===== src/hw/rtl/assert_macros.svh =====
// Assertion macros shared by the resampler RTL.
// Every macro samples on posedge clk and is disabled while rst is high.
`ifndef ASSERT_MACROS_SVH
`define ASSERT_MACROS_SVH

// General property, checked at every rising clock edge outside reset.
`define ASSERT_SYNC(label, prop) \
  label: assert property (@(posedge clk) disable iff (rst) (prop)) \
    else $error("resampler assertion failed");

// Same-cycle implication from a condition to a consequence.
`define ASSERT_IMPLY(label, cond, conseq) \
  `ASSERT_SYNC(label, (cond) |-> (conseq))

`endif


===== src/hw/rtl/lir_pkg.sv =====
// Shared types and constants for the linear interpolation resampler.
// No dependencies; every other RTL file but assert_macros.svh uses this package.
package lir_pkg;

  // Default widths of the datapath.
  localparam int DEF_SAMPLE_BITS = 16;
  localparam int DEF_FRAC_BITS   = 16;
  localparam int DEF_COUNT_BITS  = 24;

  // Interpolated words per input word at the minimum step of 1/16.
  localparam int MAX_INTERP = 16;

  // Configuration register indexes.
  localparam int CFG_INDEX_BITS = 1;
  localparam logic [CFG_INDEX_BITS-1:0] REG_STEP       = 1'b0;
  localparam logic [CFG_INDEX_BITS-1:0] REG_OUT_LENGTH = 1'b1;

  // Controller states.
  typedef enum logic [2:0] {
    ST_IDLE,
    ST_CHECK,
    ST_MULT,
    ST_EMIT,
    ST_FINAL,
    ST_DONE
  } lir_state_t;

  // Commands from the controller to the datapath.
  typedef struct packed {
    logic load_in;
    logic mul;
    logic emit_interp;
    logic emit_final;
    logic commit;
  } lir_cmd_t;

  // Status from the datapath to the controller.
  typedef struct packed {
    logic cond;
    logic final_due;
    logic out_free;
    logic finished;
  } lir_status_t;

endpackage


===== src/hw/rtl/lir_if.sv =====
// Valid/ready channel interfaces for the resampler: input, output and config.
// Depends on lir_pkg for default widths.
interface lir_in_if #(
  parameter int SAMPLE_BITS = lir_pkg::DEF_SAMPLE_BITS
);
  logic                          valid;
  logic                          ready;
  logic signed [SAMPLE_BITS-1:0] sample;
  logic                          final_req;

  modport source (output valid, sample, final_req, input ready);
  modport sink (input valid, sample, final_req, output ready);
endinterface

interface lir_out_if #(
  parameter int SAMPLE_BITS = lir_pkg::DEF_SAMPLE_BITS
);
  logic                          valid;
  logic                          ready;
  logic signed [SAMPLE_BITS-1:0] out_sample;
  logic                          run_end;
  logic                          stream_end;

  modport source (output valid, out_sample, run_end, stream_end, input ready);
  modport sink (input valid, out_sample, run_end, stream_end, output ready);
endinterface

interface lir_cfg_if #(
  parameter int DATA_BITS = lir_pkg::DEF_COUNT_BITS
);
  logic                                    valid;
  logic                                    ready;
  logic [lir_pkg::CFG_INDEX_BITS-1:0]      index;
  logic [DATA_BITS-1:0]                    data;

  modport source (output valid, index, data, input ready);
  modport sink (input valid, index, data, output ready);
endinterface


===== src/hw/rtl/lir_ctrl.sv =====
// Controller state machine of the resampler: sequences one input word.
// Depends on lir_pkg and assert_macros.svh.
`include "assert_macros.svh"

module lir_ctrl (
  input  logic                 clk,
  input  logic                 rst,
  input  logic                 in_valid,
  output logic                 in_ready,
  input  lir_pkg::lir_status_t status,
  output lir_pkg::lir_cmd_t    cmd
);
  import lir_pkg::*;

  lir_state_t state, state_next;

  // State register.
  always_ff @(posedge clk) begin
    if (rst) begin
      state <= ST_IDLE;
    end else begin
      state <= state_next;
    end
  end

  // Next state and commands.
  always_comb begin
    state_next = state;
    cmd        = '0;
    in_ready   = 1'b0;
    unique case (state)
      ST_IDLE: begin
        in_ready = 1'b1;
        // After the final word, further words are taken and dropped.
        if (in_valid && !status.finished) begin
          cmd.load_in = 1'b1;
          state_next  = ST_CHECK;
        end
      end
      ST_CHECK: begin
        if (status.cond) begin
          state_next = ST_MULT;
        end else if (status.final_due) begin
          state_next = ST_FINAL;
        end else begin
          state_next = ST_DONE;
        end
      end
      ST_MULT: begin
        cmd.mul    = 1'b1;
        state_next = ST_EMIT;
      end
      ST_EMIT: begin
        // Status already reflects the advanced position here.
        if (status.out_free) begin
          cmd.emit_interp = 1'b1;
          if (status.cond) begin
            state_next = ST_MULT;
          end else if (status.final_due) begin
            state_next = ST_FINAL;
          end else begin
            state_next = ST_DONE;
          end
        end
      end
      ST_FINAL: begin
        if (status.out_free) begin
          cmd.emit_final = 1'b1;
          state_next     = ST_DONE;
        end
      end
      ST_DONE: begin
        cmd.commit = 1'b1;
        state_next = ST_IDLE;
      end
      default: begin
        state_next = ST_IDLE;
      end
    endcase
  end

  // The output register is loaded only when it is free.
  `ASSERT_IMPLY(a_emit_needs_slot, cmd.emit_interp || cmd.emit_final, status.out_free)
  // A multiply is always followed by the emit step.
  `ASSERT_SYNC(a_mul_then_emit, cmd.mul |=> (state == ST_EMIT))
  // Words are taken only between items.
  `ASSERT_IMPLY(a_ready_only_idle, in_ready, state == ST_IDLE)

endmodule


===== src/hw/rtl/lir_datapath.sv =====
// Datapath of the resampler: position, counters, multiplier and output register.
// Depends on lir_pkg and assert_macros.svh.
`include "assert_macros.svh"

module lir_datapath #(
  parameter int SAMPLE_BITS   = lir_pkg::DEF_SAMPLE_BITS,
  parameter int FRAC_BITS     = lir_pkg::DEF_FRAC_BITS,
  parameter int COUNT_BITS    = lir_pkg::DEF_COUNT_BITS,
  parameter int CFG_DATA_BITS = COUNT_BITS
) (
  input  logic                                clk,
  input  logic                                rst,
  input  lir_pkg::lir_cmd_t                   cmd,
  output lir_pkg::lir_status_t                status,
  input  logic signed [SAMPLE_BITS-1:0]       in_sample,
  input  logic                                in_final,
  input  logic                                cfg_we,
  input  logic [lir_pkg::CFG_INDEX_BITS-1:0]  cfg_index,
  input  logic [CFG_DATA_BITS-1:0]            cfg_data,
  input  logic                                out_ready,
  output logic                                out_valid,
  output logic signed [SAMPLE_BITS-1:0]       out_sample,
  output logic                                out_run_end,
  output logic                                out_stream_end
);
  import lir_pkg::*;

  localparam int STEP_BITS = FRAC_BITS + 5;
  localparam int POS_BITS  = COUNT_BITS + FRAC_BITS;
  localparam int PROD_BITS = SAMPLE_BITS + FRAC_BITS + 2;
  localparam int N_BITS    = $clog2(MAX_INTERP + 1);
  localparam logic [STEP_BITS-1:0] STEP_MIN = STEP_BITS'(1) << (FRAC_BITS - 4);
  localparam logic [STEP_BITS-1:0] STEP_ONE = STEP_BITS'(1) << FRAC_BITS;

  // Configuration.
  logic [STEP_BITS-1:0]  step;
  logic [COUNT_BITS-1:0] out_length;

  // Track state.
  logic signed [SAMPLE_BITS-1:0] prev_sample;
  logic [COUNT_BITS-1:0]         in_index;
  logic [POS_BITS-1:0]           read_pos;
  logic [COUNT_BITS-1:0]         out_count;
  logic                          finished;

  // Per-item working registers.
  logic signed [SAMPLE_BITS-1:0] cur;
  logic                          is_final;
  logic [N_BITS-1:0]             n;
  logic signed [PROD_BITS-1:0]   prod;
  logic                          se_flag;

  logic [STEP_BITS-1:0]          adv;
  logic [COUNT_BITS-1:0]         want;
  logic [COUNT_BITS-1:0]         oc_inc;
  logic signed [SAMPLE_BITS:0]   diff;
  logic signed [FRAC_BITS:0]     frac_s;
  logic signed [PROD_BITS-1:0]   prod_full;
  logic signed [PROD_BITS-1:0]   prev_ext;
  logic signed [PROD_BITS-1:0]   total;
  logic signed [PROD_BITS-1:0]   shifted;
  logic                          round_up;
  logic signed [SAMPLE_BITS-1:0] interp_val;

  // Step clamp, loop condition, pending final word, output slot and finished status.
  always_comb begin
    adv    = (step < STEP_MIN) ? STEP_MIN : step;
    want   = in_index - COUNT_BITS'(1);
    oc_inc = out_count + COUNT_BITS'(1);
    status.cond = (in_index != '0) && (n < N_BITS'(MAX_INTERP)) &&
                  (out_count < out_length) &&
                  (read_pos[POS_BITS-1:FRAC_BITS] == want);
    status.final_due = is_final && (out_count < out_length);
    status.out_free  = !out_valid || out_ready;
    status.finished  = finished;
  end

  // Multiplier operands: the difference and the unsigned fraction.
  always_comb begin
    diff      = (SAMPLE_BITS + 1)'(cur) - (SAMPLE_BITS + 1)'(prev_sample);
    frac_s    = $signed({1'b0, read_pos[FRAC_BITS-1:0]});
    prod_full = diff * frac_s;
  end

  // Add the scaled previous sample, then shift right rounding toward zero.
  always_comb begin
    prev_ext   = PROD_BITS'(prev_sample);
    total      = (prev_ext <<< FRAC_BITS) + prod;
    shifted    = total >>> FRAC_BITS;
    round_up   = total[PROD_BITS-1] && (total[FRAC_BITS-1:0] != '0);
    interp_val = shifted[SAMPLE_BITS-1:0] + SAMPLE_BITS'(round_up);
  end

  // Configuration registers.
  always_ff @(posedge clk) begin
    if (rst) begin
      step       <= STEP_ONE;
      out_length <= '1;
    end else if (cfg_we) begin
      unique case (cfg_index)
        REG_STEP:       step       <= cfg_data[STEP_BITS-1:0];
        REG_OUT_LENGTH: out_length <= cfg_data[COUNT_BITS-1:0];
        default: begin
        end
      endcase
    end
  end

  // Track state and per-item counters.
  always_ff @(posedge clk) begin
    if (rst) begin
      prev_sample <= '0;
      in_index    <= '0;
      read_pos    <= '0;
      out_count   <= '0;
      finished    <= 1'b0;
      n           <= '0;
    end else begin
      if (cmd.load_in) begin
        n <= '0;
      end
      if (cmd.mul) begin
        read_pos  <= read_pos + POS_BITS'(adv);
        out_count <= oc_inc;
        n         <= n + N_BITS'(1);
      end
      if (cmd.emit_final) begin
        out_count <= oc_inc;
      end
      if (cmd.commit) begin
        prev_sample <= cur;
        in_index    <= in_index + COUNT_BITS'(1);
        finished    <= finished || is_final;
      end
    end
  end

  // Payload registers of the working item.
  always_ff @(posedge clk) begin
    if (cmd.load_in) begin
      cur      <= in_sample;
      is_final <= in_final;
    end
    if (cmd.mul) begin
      prod    <= prod_full;
      se_flag <= (oc_inc == out_length);
    end
  end

  // Output register valid flag.
  always_ff @(posedge clk) begin
    if (rst) begin
      out_valid <= 1'b0;
    end else if (cmd.emit_interp || cmd.emit_final) begin
      out_valid <= 1'b1;
    end else if (out_ready) begin
      out_valid <= 1'b0;
    end
  end

  // Output word; run_end is set when no further word follows for this input.
  always_ff @(posedge clk) begin
    if (cmd.emit_interp) begin
      out_sample     <= interp_val;
      out_run_end    <= !(status.cond || status.final_due);
      out_stream_end <= se_flag;
    end else if (cmd.emit_final) begin
      out_sample     <= cur;
      out_run_end    <= 1'b1;
      out_stream_end <= 1'b1;
    end
  end

  // The per-input word count stays within the step limit.
  `ASSERT_SYNC(a_n_bound, n <= N_BITS'(MAX_INTERP))
  // The final word closes both the run and the track.
  `ASSERT_SYNC(a_final_flags, cmd.emit_final |=> (out_valid && out_run_end && out_stream_end))
  // Each committed item advances the input index by one.
  `ASSERT_SYNC(a_index_step, cmd.commit |=> (in_index == $past(in_index) + COUNT_BITS'(1)))

endmodule


===== src/hw/rtl/linear_interp_resampler_top.sv =====
// Linear interpolation resampler: a taken word passes a check step, then for each interpolated
// result a multiply step and an emit step (add and round); the final word has its own emit step.
// A commit step closes each input word; the next word is taken only after it, back in idle.
// Output stalls hold the sequencer in its emit step; one result register parts the sides.
// Reset is synchronous: position, counters and flags clear, step to 1.0, length to all ones.
module linear_interp_resampler_top #(
  parameter int SAMPLE_BITS = lir_pkg::DEF_SAMPLE_BITS,
  parameter int FRAC_BITS   = lir_pkg::DEF_FRAC_BITS,
  parameter int COUNT_BITS  = lir_pkg::DEF_COUNT_BITS
) (
  input  logic     clk,
  input  logic     rst,
  lir_in_if.sink   samples_in,
  lir_out_if.source samples_out,
  lir_cfg_if.sink  cfg
);
  import lir_pkg::*;

  localparam int CFG_DATA_BITS =
    (FRAC_BITS + 5 > COUNT_BITS) ? FRAC_BITS + 5 : COUNT_BITS;

  lir_cmd_t    cmd;
  lir_status_t status;
  logic        in_ready;
  logic        out_valid;
  logic signed [SAMPLE_BITS-1:0] out_sample;
  logic        out_run_end;
  logic        out_stream_end;
  logic [CFG_DATA_BITS-1:0] cfg_data;

  // Config writes are always taken; data is widened to the register width.
  assign cfg.ready = 1'b1;
  assign cfg_data  = CFG_DATA_BITS'(cfg.data);

  lir_ctrl u_ctrl (
    .clk      (clk),
    .rst      (rst),
    .in_valid (samples_in.valid),
    .in_ready (in_ready),
    .status   (status),
    .cmd      (cmd)
  );

  lir_datapath #(
    .SAMPLE_BITS   (SAMPLE_BITS),
    .FRAC_BITS     (FRAC_BITS),
    .COUNT_BITS    (COUNT_BITS),
    .CFG_DATA_BITS (CFG_DATA_BITS)
  ) u_datapath (
    .clk            (clk),
    .rst            (rst),
    .cmd            (cmd),
    .status         (status),
    .in_sample      (samples_in.sample),
    .in_final       (samples_in.final_req),
    .cfg_we         (cfg.valid),
    .cfg_index      (cfg.index),
    .cfg_data       (cfg_data),
    .out_ready      (samples_out.ready),
    .out_valid      (out_valid),
    .out_sample     (out_sample),
    .out_run_end    (out_run_end),
    .out_stream_end (out_stream_end)
  );

  // Channel outputs.
  assign samples_in.ready       = in_ready;
  assign samples_out.valid      = out_valid;
  assign samples_out.out_sample = out_sample;
  assign samples_out.run_end    = out_run_end;
  assign samples_out.stream_end = out_stream_end;

endmodule


===== src/flat_wrapper.sv =====
// flat-port wrapper written by rule: the top's interface ports become plain ports
module linear_interp_resampler_top_flat import lir_pkg::*;
#(
  parameter int SAMPLE_BITS = lir_pkg::DEF_SAMPLE_BITS,
  parameter int FRAC_BITS   = lir_pkg::DEF_FRAC_BITS,
  parameter int COUNT_BITS  = lir_pkg::DEF_COUNT_BITS
)
  (clk, rst, samples_in_valid, samples_in_sample, samples_in_final_req, samples_in_ready, samples_out_valid, samples_out_out_sample, samples_out_run_end, samples_out_stream_end, samples_out_ready, cfg_valid, cfg_index, cfg_data, cfg_ready);
  lir_in_if #(.SAMPLE_BITS(SAMPLE_BITS)) samples_in_i ();
  lir_out_if #(.SAMPLE_BITS(SAMPLE_BITS)) samples_out_i ();
  lir_cfg_if cfg_i ();
  input  logic clk;
  input  logic rst;
  input wire logic [$bits(samples_in_i.valid)-1:0] samples_in_valid;
  input wire logic [$bits(samples_in_i.sample)-1:0] samples_in_sample;
  input wire logic [$bits(samples_in_i.final_req)-1:0] samples_in_final_req;
  output wire logic [$bits(samples_in_i.ready)-1:0] samples_in_ready;
  output wire logic [$bits(samples_out_i.valid)-1:0] samples_out_valid;
  output wire logic [$bits(samples_out_i.out_sample)-1:0] samples_out_out_sample;
  output wire logic [$bits(samples_out_i.run_end)-1:0] samples_out_run_end;
  output wire logic [$bits(samples_out_i.stream_end)-1:0] samples_out_stream_end;
  input wire logic [$bits(samples_out_i.ready)-1:0] samples_out_ready;
  input wire logic [$bits(cfg_i.valid)-1:0] cfg_valid;
  input wire logic [$bits(cfg_i.index)-1:0] cfg_index;
  input wire logic [$bits(cfg_i.data)-1:0] cfg_data;
  output wire logic [$bits(cfg_i.ready)-1:0] cfg_ready;
  assign samples_in_i.valid = samples_in_valid;
  assign samples_in_i.sample = samples_in_sample;
  assign samples_in_i.final_req = samples_in_final_req;
  assign samples_in_ready = samples_in_i.ready;
  assign samples_out_valid = samples_out_i.valid;
  assign samples_out_out_sample = samples_out_i.out_sample;
  assign samples_out_run_end = samples_out_i.run_end;
  assign samples_out_stream_end = samples_out_i.stream_end;
  assign samples_out_i.ready = samples_out_ready;
  assign cfg_i.valid = cfg_valid;
  assign cfg_i.index = cfg_index;
  assign cfg_i.data = cfg_data;
  assign cfg_ready = cfg_i.ready;
  linear_interp_resampler_top #(.SAMPLE_BITS(SAMPLE_BITS), .FRAC_BITS(FRAC_BITS), .COUNT_BITS(COUNT_BITS)) u_core (.clk(clk), .rst(rst), .samples_in(samples_in_i), .samples_out(samples_out_i), .cfg(cfg_i));
endmodule

===== config.mk =====
export PLATFORM = sky130hd
export DESIGN_NAME = linear_interp_resampler_top_flat
export DESIGN_NICKNAME = d
export VERILOG_FILES = /design/src/hw/rtl/lir_pkg.sv /design/src/hw/rtl/lir_if.sv /design/src/hw/rtl/lir_ctrl.sv /design/src/hw/rtl/lir_datapath.sv /design/src/hw/rtl/linear_interp_resampler_top.sv /design/src/flat_wrapper.sv
export VERILOG_INCLUDE_DIRS = /design/src /design/src/hw/rtl
export SDC_FILE = /design/constraint.sdc
export NUM_CORES = 1
export LEC_CHECK = 0
export BUFFER_PORTS_ARGS = -buffer_cell sky130_fd_sc_hd__buf_2
export CORE_UTILIZATION = 51
export CTS_CLUSTER_DIAMETER = 40
export DETAILED_ROUTE_END_ITERATION = 16
export PLACE_DENSITY = 0.67
export SKIP_LAST_GASP = 1
export SYNTH_ARGS = -nofsm -noshare
export SYNTH_HDL_FRONTEND = slang
export SYNTH_HIERARCHICAL = 1
export SYNTH_SLANG_ARGS = --single-unit

===== constraint.sdc =====
create_clock -name clk -period 10.19 [get_ports clk]
set_input_delay 2.038 -clock clk [delete_from_list [all_inputs] [get_ports clk]]
set_output_delay 2.038 -clock clk [all_outputs]
set_load 0.02 [all_outputs]

# After elaboration in Yosys (flattened, before gate mapping)
# Cells that the tools add are included.
# op_classes
add_sub_neg,8
mul,1
order_cmp,3
eq_ne,10
muxes,26
bitwise_logic,1
reduce_logical,23
# op_table
operator,n
"24-bit by 1-bit adder with 24-bit output, second input constant",2
24-bit == test,2
24-bit 2-to-1 mux,2
40-bit by 21-bit adder with 40-bit output,1
32-bit by 34-bit adder with 34-bit output,1
17-bit by 17-bit multiplier with 34-bit output,1
16-bit 2-to-1 mux,2
24-bit less-than comparator,1
24-bit nonzero test,1
"24-bit by 1-bit subtractor with 24-bit output, second input constant",1
"21-bit by 13-bit less-than comparator with 1-bit output, second input constant",1
21-bit 2-to-1 mux,1
16-bit by 16-bit subtractor with 17-bit output,1
16-bit by 1-bit adder with 16-bit output,1
16-bit nonzero test,1
3-bit case mux with 5 select lines,1
1-bit 2-to-1 mux,14
3-bit 2-to-1 mux,4
5-bit 2-to-1 mux,2
2-bit nonzero test,4
"3-bit by 2-bit == test with 1-bit output, second input constant",2
"3-bit == test, second input constant",2
1-bit logical AND,6
"5-bit by 1-bit adder with 5-bit output, second input constant",1
10 further kinds,17
# totals
register_bits,229
in_bits,47
output_inout_bits,21
elab_cells,89

# Longest topological paths before layout
# Gate-level depths: netlist of run 1.
# logic_depth
ltp_word,7
mapped_depth,35
ltp_nobuf,34

# Hierarchy
# The synthesis of run 1 kept the hierarchy.
# modules_own_cells
mod,instances,cells_each,area_each_um2,seq_area_each_um2
lir_datapath,1,2758,24064.3,5225.0
lir_ctrl,1,27,214.0,60.1
linear_interp_resampler_top,1,2,11.3,0.0

# Least setup slack after synthesis of run 1
# OpenSTA, ideal clock, no wires.
# synth_path
path_kind,register to register
from,register u_core.u_datapath.cur[0]
to,register u_core.u_datapath.prod[33] (data pin)
setup_ps,260
t_arrival_ps,7802
setup_slack_ps,2128
path_stages_with_launch,34
path_buffers,1
period_less_slack_ps,8062
path_cell_list,edfxtp_1 -> inv_1 -> ha_1 -> fa_1 -> nor2b_1 -> o21a_1 -> o21ai_0 -> a31o_2 -> nor2_1 -> o311a_1 -> o21ai_0 -> a31o_2 -> clkbuf_1 -> and2_1 -> fa_1 -> inv_1 -> fa_1 -> fa_1 -> inv_1 -> fa_1 -> fa_1 -> inv_1 -> fa_1 -> inv_1 -> ha_1 -> a21o_1 -> a21o_1 -> a21oi_1 -> o211ai_1 -> o41ai_1 -> a21oi_1 -> or3_1 -> a21oi_1 -> xnor2_1
# synth_via
elab_chain_len,2
# synth_rtl
element,line_no,source
start: declaration,lir_datapath.sv:47,logic signed [SAMPLE_BITS-1:0] cur;
start signal: assignment,lir_datapath.sv:141,cur <= in_sample;
16-bit by 16-bit subtractor with 17-bit output,lir_datapath.sv:80,diff = (SAMPLE_BITS + 1)'(cur) - (SAMPLE_BITS + 1)'(prev_sample);
17-bit by 17-bit multiplier with 34-bit output,lir_datapath.sv:82,prod_full = diff * frac_s;
via u_core.u_datapath.prod_full[33],lir_datapath.sv:58,logic signed [PROD_BITS-1:0] prod_full;
end signal: assignment,lir_datapath.sv:145,prod <= prod_full;
end: declaration,lir_datapath.sv:50,logic signed [PROD_BITS-1:0] prod;
# The timed path passes the listed nets, and every way through them passes these cells.
# A chain may end at the register's enable or synchronous reset.

# Worst setup path in the final report of run 1
# Same ends and word-level chain as after synthesis.

==> results by group, run 1 <==
Finish
  – Leading cell types in the layout, fill and taps excluded: sky130_fd_sc_hd__inv_1, sky130_fd_sc_hd__nand2_1, sky130_fd_sc_hd__fa_1
  – Utilization after layout: 55.8%
  – Share of cells above drive strength 1: 6.59%
  – Post-route design area: 26100 sq um
  – Area added between synthesis and finish: 7.45%
  – Number of fill cells in the layout: 4208
  – Final layout net count: about 3300
  – Most common cell after layout, fill and taps aside: sky130_fd_sc_hd__inv_1

Floorplan
  – Vert. Die Dim: around 220 um
  – Count of boundary I/O pins: 68
  – Floorplan row count: between 70 and 80
  – Area of the placeable core: 46800 sq um
  – Width of the die: around 220 um
  – Total Die Area: 48500 sq um
  – Starting density of the core: about half

Critical path
  – Delay of the slowest critical-path stage: 0.91 ns
  – Worst R2R Setup Slack: 1.00 ns
  – CP startpoint kind: flop
  – End of the worst register-to-register path: u_core/u_datapath/prod[33]$_DFFE_PP_
  – Critical path endpoint category: flop
  – CP arrival: 9.48 ns
  – Required time worst endpoint: 10.49 ns
  – Buffers and inverters on the worst path: 5
  – Category of cells accounting for the largest share of critical-path delay: adder cells
  – CP dominant cell by count: sky130_fd_sc_hd__fa_1
  – Cell depth of the worst flop-to-flop path: 32
  – Library cell contributing the largest single delay on the critical path: sky130_fd_sc_hd__xnor2_1
  – Worst R2R Start: u_core/u_datapath/cur[0]$_DFFE_PP_
  – Type of the setup path with the least slack: flop to flop
  – Maximum fanout along the worst path: 9

Routing
  – Via count: about 19000
  – TritonRoute pass-1 iters: 11
  – Number of vias per cell after detailed routing: 5.45
  – Number of routed nets with antenna violations: 0
  – Average routed wire per standard cell: 17.3 um
  – DRC: 16
  – Total Routed Length: between 50 and 60 mm
  – Iteration-0 DRC Markers: 1315

Power
  – Pwr per Cell Area: 96.7 nW/um^2
  – Leakage: 12.0 nW
  – Total power consumption of the routed design: 0.00252 W
  – Worst ir drop on vdd: 125 uV

Placement
  – Placer's final routability congestion estimate: 0.925
  – Setup WS pre-CTS: 1.17 ns
  – PortBufs: 66
  – Cell Area, Placed: 25100 sq um
  – DPL Wire Length: 45.5 mm

Timing
  – Number of hold violations in the final report: 0
  – Highest Clock Rate: about 110 MHz
  – Fin Setup TNS: 0 ns
  – Period minus WS final: 9.19 ns
  – Slew at the pin with the worst max-slew slack: 1.17 ns
  – Worst slew margin: around a fifth
  – Max Slew Vio Count: 0
  – Post-route clock skew: 0.00958 ns
  – Setup violation total in the final timing report: 0
  – Worst setup slack after layout: 1.00 ns
  – Final Cycle Share: 90.1%
  – Setup repair after global routing missed its margin: no

Global routing
  – Residual overflow from global routing: 0
  – Maximum number of pins on one net before global-route repair: 85
  – Total global-route track usage: 25.0%
  – Wire length of the first global-routing pass: roughly 97 mm
  – Initial antenna violation count: 0
  – Number of global-route vias before repair: 18861

Yosys
  – Number of standard cells after synthesis: 2787
  – Area fraction of the dominant cell type after synthesis: between 20% and 30%
  – Sequential share of the synthesized area: 21.8%
  – Post-Syn Nets: 3283
  – Synthesized cell area: 24300 sq um
  – Cells taking the most area after synthesis: sky130_fd_sc_hd__fa_1, sky130_fd_sc_hd__dfxtp_1, sky130_fd_sc_hd__ha_1
  – Leading area contributor after synthesis: sky130_fd_sc_hd__fa_1
  – Top flip-flop cell by instance count after synthesis: sky130_fd_sc_hd__dfxtp_1
  – Share of flip-flops with an asynchronous set or reset after synthesis: 0%
  – Number of flops mapped to enable cells by yosys: 70
  – Count of different cell masters after synthesis: 82
  – FF+latch count, synth: 229
  – Warning count from the yosys run: 6
  – Mean Syn Cell Area: 8.72 sq um

Clock tree
  – H-tree depth: 1
  – Clock Sink Count: 229
  – Clock buffer count from CTS: 31
  – Hold buffers post-CTS: 0
  – Post-CTS clock slew at the launch and capture registers of the worst setup and hold paths: 0.06 ns
  – CTS Root Buffer Type: sky130_fd_sc_hd__clkbuf_16
  – Resize count post-CTS: 0
  – Clock Tree Buf Depth: 3
  – Clock tree from TritonCTS: built
  – Number of post-CTS setup repair buffers: 0
  – Worst-Skew Late Latency: 0.57 ns

Run status
  – Result of the run: finished with violations
  – Violated checks: design-rule violations

Hold path
  – Worst hold start: u_core/u_datapath/step[6]$_SDFFE_PP0P_
  – Hold Path End: u_core/u_datapath/step[6]$_SDFFE_PP0P_
  – Type of the tightest min-delay check: flop to flop
  – Worst hold path depth: 2

Job
  – Max Cap Violations: 0
[stage by stage]
step / std cells / hold WS [ns]
5_1_grt: 3416 / 0.475
3_5_place_dp: 3358 / 0.443
4_1_cts: 3416 / 0.451
2_1_floorplan: 2787 / 0.432
6_report: 3418 / 0.452
3_3_place_gp: 3358 / 0.442
[Yosys cell counts, types with 5 or more instances]
master / number
sky130_fd_sc_hd__o21a_1: 16
sky130_fd_sc_hd__and2_1: 136
sky130_fd_sc_hd__nor4b_1: 5
sky130_fd_sc_hd__nand2_1: 293
sky130_fd_sc_hd__nand3_1: 99
sky130_fd_sc_hd__and3_1: 23
sky130_fd_sc_hd__xnor2_1: 136
sky130_fd_sc_hd__nor3_1: 28
sky130_fd_sc_hd__a31o_2: 5
sky130_fd_sc_hd__nand4_1: 24
sky130_fd_sc_hd__a21boi_0: 8
sky130_fd_sc_hd__edfxtp_1: 70
sky130_fd_sc_hd__or3_1: 16
sky130_fd_sc_hd__nor2_1: 202
sky130_fd_sc_hd__mux2_2: 8
sky130_fd_sc_hd__a21o_1: 27
sky130_fd_sc_hd__dfxtp_1: 159
sky130_fd_sc_hd__o21bai_1: 9
sky130_fd_sc_hd__nor2b_1: 41
sky130_fd_sc_hd__o211ai_1: 9
sky130_fd_sc_hd__ha_1: 173
sky130_fd_sc_hd__xor2_1: 82
sky130_fd_sc_hd__o21ai_0: 65
sky130_fd_sc_hd__nor3b_1: 6
sky130_fd_sc_hd__inv_1: 433
sky130_fd_sc_hd__a31oi_1: 14
sky130_fd_sc_hd__buf_4: 6
sky130_fd_sc_hd__nor4_1: 18
sky130_fd_sc_hd__buf_1: 11
sky130_fd_sc_hd__clkbuf_1: 104
sky130_fd_sc_hd__mux2i_1: 36
sky130_fd_sc_hd__o31ai_1: 7
sky130_fd_sc_hd__fa_1: 276
sky130_fd_sc_hd__or2_2: 7
sky130_fd_sc_hd__a21oi_1: 113
sky130_fd_sc_hd__nand2b_1: 27
sky130_fd_sc_hd__a211oi_1: 11
sky130_fd_sc_hd__and4_1: 7
[how the worst max path moves through the flow]
stage / cells after the start / startpoint / slack [ns] / to
5_1_grt: 31 / u_core/u_datapath/cur[0]$_DFFE_PP_ / 0.56 / u_core/u_datapath/prod[33]$_DFFE_PP_
6_report: 32 / u_core/u_datapath/cur[0]$_DFFE_PP_ / 1.00 / u_core/u_datapath/prod[33]$_DFFE_PP_
2_1_floorplan: 33 / u_core/u_datapath/cur[0]$_DFFE_PP_ / 2.13 / u_core/u_datapath/prod[33]$_DFFE_PP_
3_3_place_gp: 32 / u_core/u_datapath/cur[0]$_DFFE_PP_ / 1.32 / u_core/u_datapath/prod[33]$_DFFE_PP_
3_5_place_dp: 32 / u_core/u_datapath/cur[0]$_DFFE_PP_ / 1.17 / u_core/u_datapath/prod[33]$_DFFE_PP_
4_1_cts: 32 / u_core/u_datapath/cur[0]$_DFFE_PP_ / 1.12 / u_core/u_datapath/prod[33]$_DFFE_PP_
[kinds of logic (layout without fill, tap and decap cells)]
logic type                 count (synthesis)  after routing  synth area share, %
xor gates and xnor gates                 218            218                 7.86
muxes                                     44             44                 1.85
AOI/OAI and AO/OA                        327            327                 8.47
DFF                                      229            229                 21.8
other                                      1              3               0.0154
adders and majority gates                451            451                 31.7
and+or+nand+nor                          959            959                 19.5
buffers and inverters                    558            580                 8.78
[state kept, by name, indices dropped and copies added (netlist names), 3 cells and up]
name	flops
u_core/u_datapath/prod	34
u_core/u_datapath/cur	16
u_core/u_datapath/prev_sample	16
u_core/u_datapath/out_sample	16
u_core/u_datapath/in_index	24
u_core/u_ctrl/state	3
u_core/u_datapath/read_pos	40
u_core/u_datapath/step	21
u_core/u_datapath/out_count	24
u_core/u_datapath/n	5
u_core/u_datapath/out_length	24
[area by class of cell]
| class | count | area, sq um | share of cell area, % |
|---|---|---|---|
| multi-input combinational | 2000 | 16900 | 64.8 |
| sequential | 229 | 5290 | 20.3 |
| inverter | 434 | 1630 | 6.24 |
| clock buffer | 39 | 827 | 3.17 |
| tap | 607 | 759 | 2.91 |
| timing repair buffer | 88 | 498 | 1.91 |
| clock inverter | 19 | 195 | 0.748 |
| antenna | 2 | 5.00 | 0.0192 |
[tightest hold or removal path, stage by stage (launching register included)]
cell and delay (ns):
sky130_fd_sc_hd__dfxtp_1 0.30, sky130_fd_sc_hd__nand2_1 0.05, sky130_fd_sc_hd__a21oi_1 0.05
[routing by layer]
layer / wire length [um] / vias up / track usage (%)
li1: - / 8940 / -
met1: 27200 / 9158 / 34.8
met2: 27200 / 467 / 40.9
met3: 3590 / 73 / 4.25
met4: 1090 / 0 / 5.24
met5: 0 / - / 0
[report_power, final]
group          leakage [nW]  total, W  switching (W)  internal, W
logic                  9.62  0.000453       0.000316     0.000137
registers              1.94   0.00101      0.0000301     0.000976
clock network         0.487   0.00106       0.000446     0.000618
total                  12.0   0.00252       0.000793      0.00173
Note: power is estimated with default switching activity, not from simulation.
==> run 2: changes to the inputs <==
Settings changed: CAP_MARGIN set to 20, SYNTH_HIERARCHICAL 1 to unset.
==> run 2 against run 1 <==
The run still ends with design-rule violations left. Register-to-register slack improved by 0.04 ns. Global-route usage rose by 1.4 points. First-iteration DRC count is 6.1% higher. Area after synthesis up 0.50%. Clock power hardly changed. Cell count rose by 1.2%. Core utilization rose by 0.30 points. Worst setup slack better by 0.039 ns. Sequential power is essentially flat. Largest cell class unchanged.
==> results by group, run 2 <==
Clock tree
  – Clock Sink Count: 229 (unchanged)
  – Post-CTS clock slew at the launch and capture registers of the worst setup and hold paths: 0.06 ns (about the same)
  – H-tree depth: 1 (unchanged)
  – Number of post-CTS setup repair buffers: 0 (unchanged)
  – Clock Tree Buf Depth: 3 (unchanged)
  – Hold buffers post-CTS: 0 (unchanged)
  – Clock buffer count from CTS: 30 (was 31)
  – Worst-Skew Late Latency: 0.56 ns (was 0.57 ns)
  – CTS Root Buffer Type: sky130_fd_sc_hd__clkbuf_16 (unchanged)
  – Clock tree from TritonCTS: built (unchanged)
  – Resize count post-CTS: 0 (unchanged)

Power
  – Pwr per Cell Area: 106 nW/um^2 (was 96.7 nW/um^2)
  – Leakage: 12.1 nW (was 12.0 nW)
  – Worst ir drop on vdd: 123 uV (was 125 uV)
  – Total power consumption of the routed design: 0.00280 W (was 0.00252 W)

Finish
  – Max reg flops: 40 (unchanged)
  – Share of cells above drive strength 1: 6.52% (was 6.59%)
  – Register bank with the most flops: u_core.u_datapath.read_pos (was u_core/u_datapath/read_pos)
  – Leading cell types in the layout, fill and taps excluded: sky130_fd_sc_hd__inv_1, sky130_fd_sc_hd__nand2_1, sky130_fd_sc_hd__fa_1 (unchanged)
  – Most common cell after layout, fill and taps aside: sky130_fd_sc_hd__inv_1 (unchanged)
  – Largest registers: u_core.u_datapath.read_pos: 40 flops, u_core.u_datapath.prod: 34 flops (was u_core/u_datapath/read_pos: 40 flops, u_core/u_datapath/prod: 34 flops)
  – Area added between synthesis and finish: 7.71% (was 7.45%)
  – Final layout net count: 3325 (was 3280)
  – Utilization after layout: 56.1% (was 55.8%)
  – Number of fill cells in the layout: 4222 (was 4208)
  – Diode insertion count for antenna repair: 0 (was 2)

Run status
  – Violated checks: design-rule violations (unchanged)
  – Result of the run: finished with violations (unchanged)

Critical path
  – Cell depth of the worst flop-to-flop path: 34 (was 32)
  – Type of the setup path with the least slack: flop to flop (unchanged)
  – Buffers and inverters on the worst path: 7 (was 5)
  – Library cell contributing the largest single delay on the critical path: sky130_fd_sc_hd__fa_1 (was sky130_fd_sc_hd__xnor2_1)
  – Required time worst endpoint: 10.49 ns (about the same)
  – CP dominant cell by count: sky130_fd_sc_hd__fa_1 (unchanged)
  – Critical path endpoint category: flop (unchanged)
  – Category of cells accounting for the largest share of critical-path delay: adder cells (unchanged)
  – Maximum fanout along the worst path: 19 (was 9)
  – CP startpoint kind: flop (unchanged)
  – Count of cell instances traversed by the critical path: 34 (was 32)
  – Delay of the slowest critical-path stage: 0.55 ns (was 0.91 ns)
  – CP arrival: 9.45 ns (was 9.48 ns)

Global routing
  – Wire length of the first global-routing pass: 102 mm (was 96.7 mm)
  – Residual overflow from global routing: 0 (unchanged)
  – Initial antenna violation count: 1 (was 0)
  – Number of global-route vias before repair: 19782 (was 18861)
  – Total global-route track usage: 26.4% (was 25.0%)
  – Maximum number of pins on one net before global-route repair: 68 (was 85)

Placement
  – Setup WS pre-CTS: 1.15 ns (was 1.17 ns)
  – PortBufs: 66 (unchanged)
  – DPL Wire Length: 47.4 mm (was 45.5 mm)
  – Placer's final routability congestion estimate: 0.916 (was 0.925)

Timing
  – Max Slew Vio Count: 0 (unchanged)
  – Setup repair after global routing missed its margin: no (unchanged)
  – Setup violation total in the final timing report: 0 (unchanged)
  – Number of hold violations in the final report: 0 (unchanged)
  – Slew at the pin with the worst max-slew slack: 1.11 ns (was 1.17 ns)
  – Final Cycle Share: 89.8% (was 90.1%)
  – Period minus WS final: 9.15 ns (was 9.19 ns)
  – Worst setup slack after layout: 1.04 ns (was 1.00 ns)
  – Highest Clock Rate: 109 MHz (about the same)
  – Fin Setup TNS: 0 ns (unchanged)
  – Worst slew margin: 25.7% (was 21.1%)
  – Post-route clock skew: 0.0139 ns (was 0.00958 ns)

Yosys
  – Synthesized cell area: 24400 sq um (was 24300 sq um)
  – Cells taking the most area after synthesis: sky130_fd_sc_hd__fa_1, sky130_fd_sc_hd__dfxtp_1, sky130_fd_sc_hd__ha_1 (unchanged)
  – Leading area contributor after synthesis: sky130_fd_sc_hd__fa_1 (unchanged)
  – Count of different cell masters after synthesis: 71 (was 82)
  – Post-Syn Nets: 3324 (was 3283)
  – Most instantiated cells after synthesis: sky130_fd_sc_hd__inv_1, sky130_fd_sc_hd__nand2_1, sky130_fd_sc_hd__fa_1 (unchanged)
  – Number of standard cells after synthesis: 2827 (was 2787)
  – Mean Syn Cell Area: 8.63 sq um (was 8.72 sq um)
  – Leading cell type by number of instances after synthesis: sky130_fd_sc_hd__inv_1 (unchanged)
  – Area fraction of the dominant cell type after synthesis: 22.6% (was 22.7%)
  – FF+latch count, synth: 229 (unchanged)
  – Top flip-flop cell by instance count after synthesis: sky130_fd_sc_hd__dfxtp_1 (unchanged)
  – Share of flip-flops with an asynchronous set or reset after synthesis: 0% (unchanged)
  – Number of flops mapped to enable cells by yosys: 70 (unchanged)
  – Sequential share of the synthesized area: 21.7% (was 21.8%)
  – Warning count from the yosys run: 0 (was 6)

Floorplan
  – Width of the die: 221 um (was 220 um)
  – Vert. Die Dim: 221 um (was 220 um)
  – Total Die Area: 48700 sq um (was 48500 sq um)
  – Count of boundary I/O pins: 68 (unchanged)
  – Starting density of the core: 52.1% (was 52.0%)
  – Area of the placeable core: 46900 sq um (was 46800 sq um)
  – Floorplan row count: 79 (unchanged)

Job
  – Max Cap Violations: 0 (unchanged)

Hold path
  – Worst hold path depth: 2 (unchanged)
  – Type of the tightest min-delay check: flop to flop (unchanged)

Routing
  – Iteration-0 DRC Markers: 1395 (was 1315)
  – Via count: 19513 (was 18638)
  – Number of routed nets with antenna violations: 0 (unchanged)
  – DRC: 4 (was 16)
  – Average routed wire per standard cell: 17.9 um (was 17.3 um)
  – TritonRoute pass-1 iters: 12 (was 11)
  – Total Routed Length: 61.9 mm (was 59.1 mm)
  – Number of vias per cell after detailed routing: 5.64 (was 5.45)
run 2: cell types whose count changed in the layout (fill, tap and decap cells not counted), moves of 16 or more:
cell,previous run,this run
sky130_fd_sc_hd__o21a_1,16,35
sky130_fd_sc_hd__nor2_1,200,120
sky130_fd_sc_hd__nor3_1,28,44
sky130_fd_sc_hd__o21ai_0,65,81
sky130_fd_sc_hd__nand2_1,293,355
sky130_fd_sc_hd__a21oi_1,113,140
sky130_fd_sc_hd__xnor2_1,134,109
sky130_fd_sc_hd__mux2i_1,36,14
run 2: routing by layer:
metal | track usage, % | share of wire (%)
met2 | 44.9 | 48
met5 | 0 | 0
met4 | 6.74 | 2.5
met1 | 36.0 | 45
met3 | 2.61 | 4.5
run 2: area by class of cell:
class	count	area (sq um)	area share [%]
sequential	229	5290	20.1
clock buffer	35	812	3.09
multi-input combinational	2042	17000	64.8
tap	607	759	2.89
timing repair buffer	102	603	2.29
clock inverter	21	203	0.771
inverter	423	1590	6.04
run 2: power by group:
group | internal, W | switching, W | total, W
logic | 0.000221 | 0.000460 | 0.000682
registers | 0.000996 | 0.0000473 | 0.00104
clock network | 0.000631 | 0.000439 | 0.00107
run 2: final timing paths:
kind / startpoint / endpoint / slack, ns
setup / recovery: u_core.u_datapath.cur[0]$_DFFE_PP_ / u_core.u_datapath.prod[31]$_DFFE_PP_ / 1.04
setup reg to reg: u_core.u_datapath.cur[0]$_DFFE_PP_ / u_core.u_datapath.prod[31]$_DFFE_PP_ / 1.04
hold / removal: u_core.u_datapath.step[11]$_SDFFE_PP0P_ / u_core.u_datapath.step[11]$_SDFFE_PP0P_ / 0.45
hold reg to reg: u_core.u_datapath.step[11]$_SDFFE_PP0P_ / u_core.u_datapath.step[11]$_SDFFE_PP0P_ / 0.45
run 2: through the flow:
step,instance area (sq um),std cells,hold slack [ns]
finish,26300,3459,0.452
global route,26300,3459,0.484
CTS,26300,3459,0.455
detailed placement,25300,3403,0.446
global placement,25300,3403,0.440
floorplan,24400,2827,0.432
run 2: cells by family (layout without fill, tap and decap cells):
group / Yosys count / after routing / share of synthesized area, %
adders and majority gates: 451 / 451 / 31.6
and+or+nand+nor: 965 / 965 / 19.7
AOI/OAI and AO/OA: 407 / 407 / 10.4
DFF: 229 / 229 / 21.7
muxes: 25 / 25 / 1.08
xor gates and xnor gates: 193 / 193 / 6.92
other: 1 / 1 / 0.0154
buffers and inverters: 556 / 581 / 8.62
run 2: tightest hold or removal path: stages, from the launching register on:
cell,delay [ns]
sky130_fd_sc_hd__dfxtp_1,0.31
sky130_fd_sc_hd__nand2_1,0.05
sky130_fd_sc_hd__a21oi_1,0.05
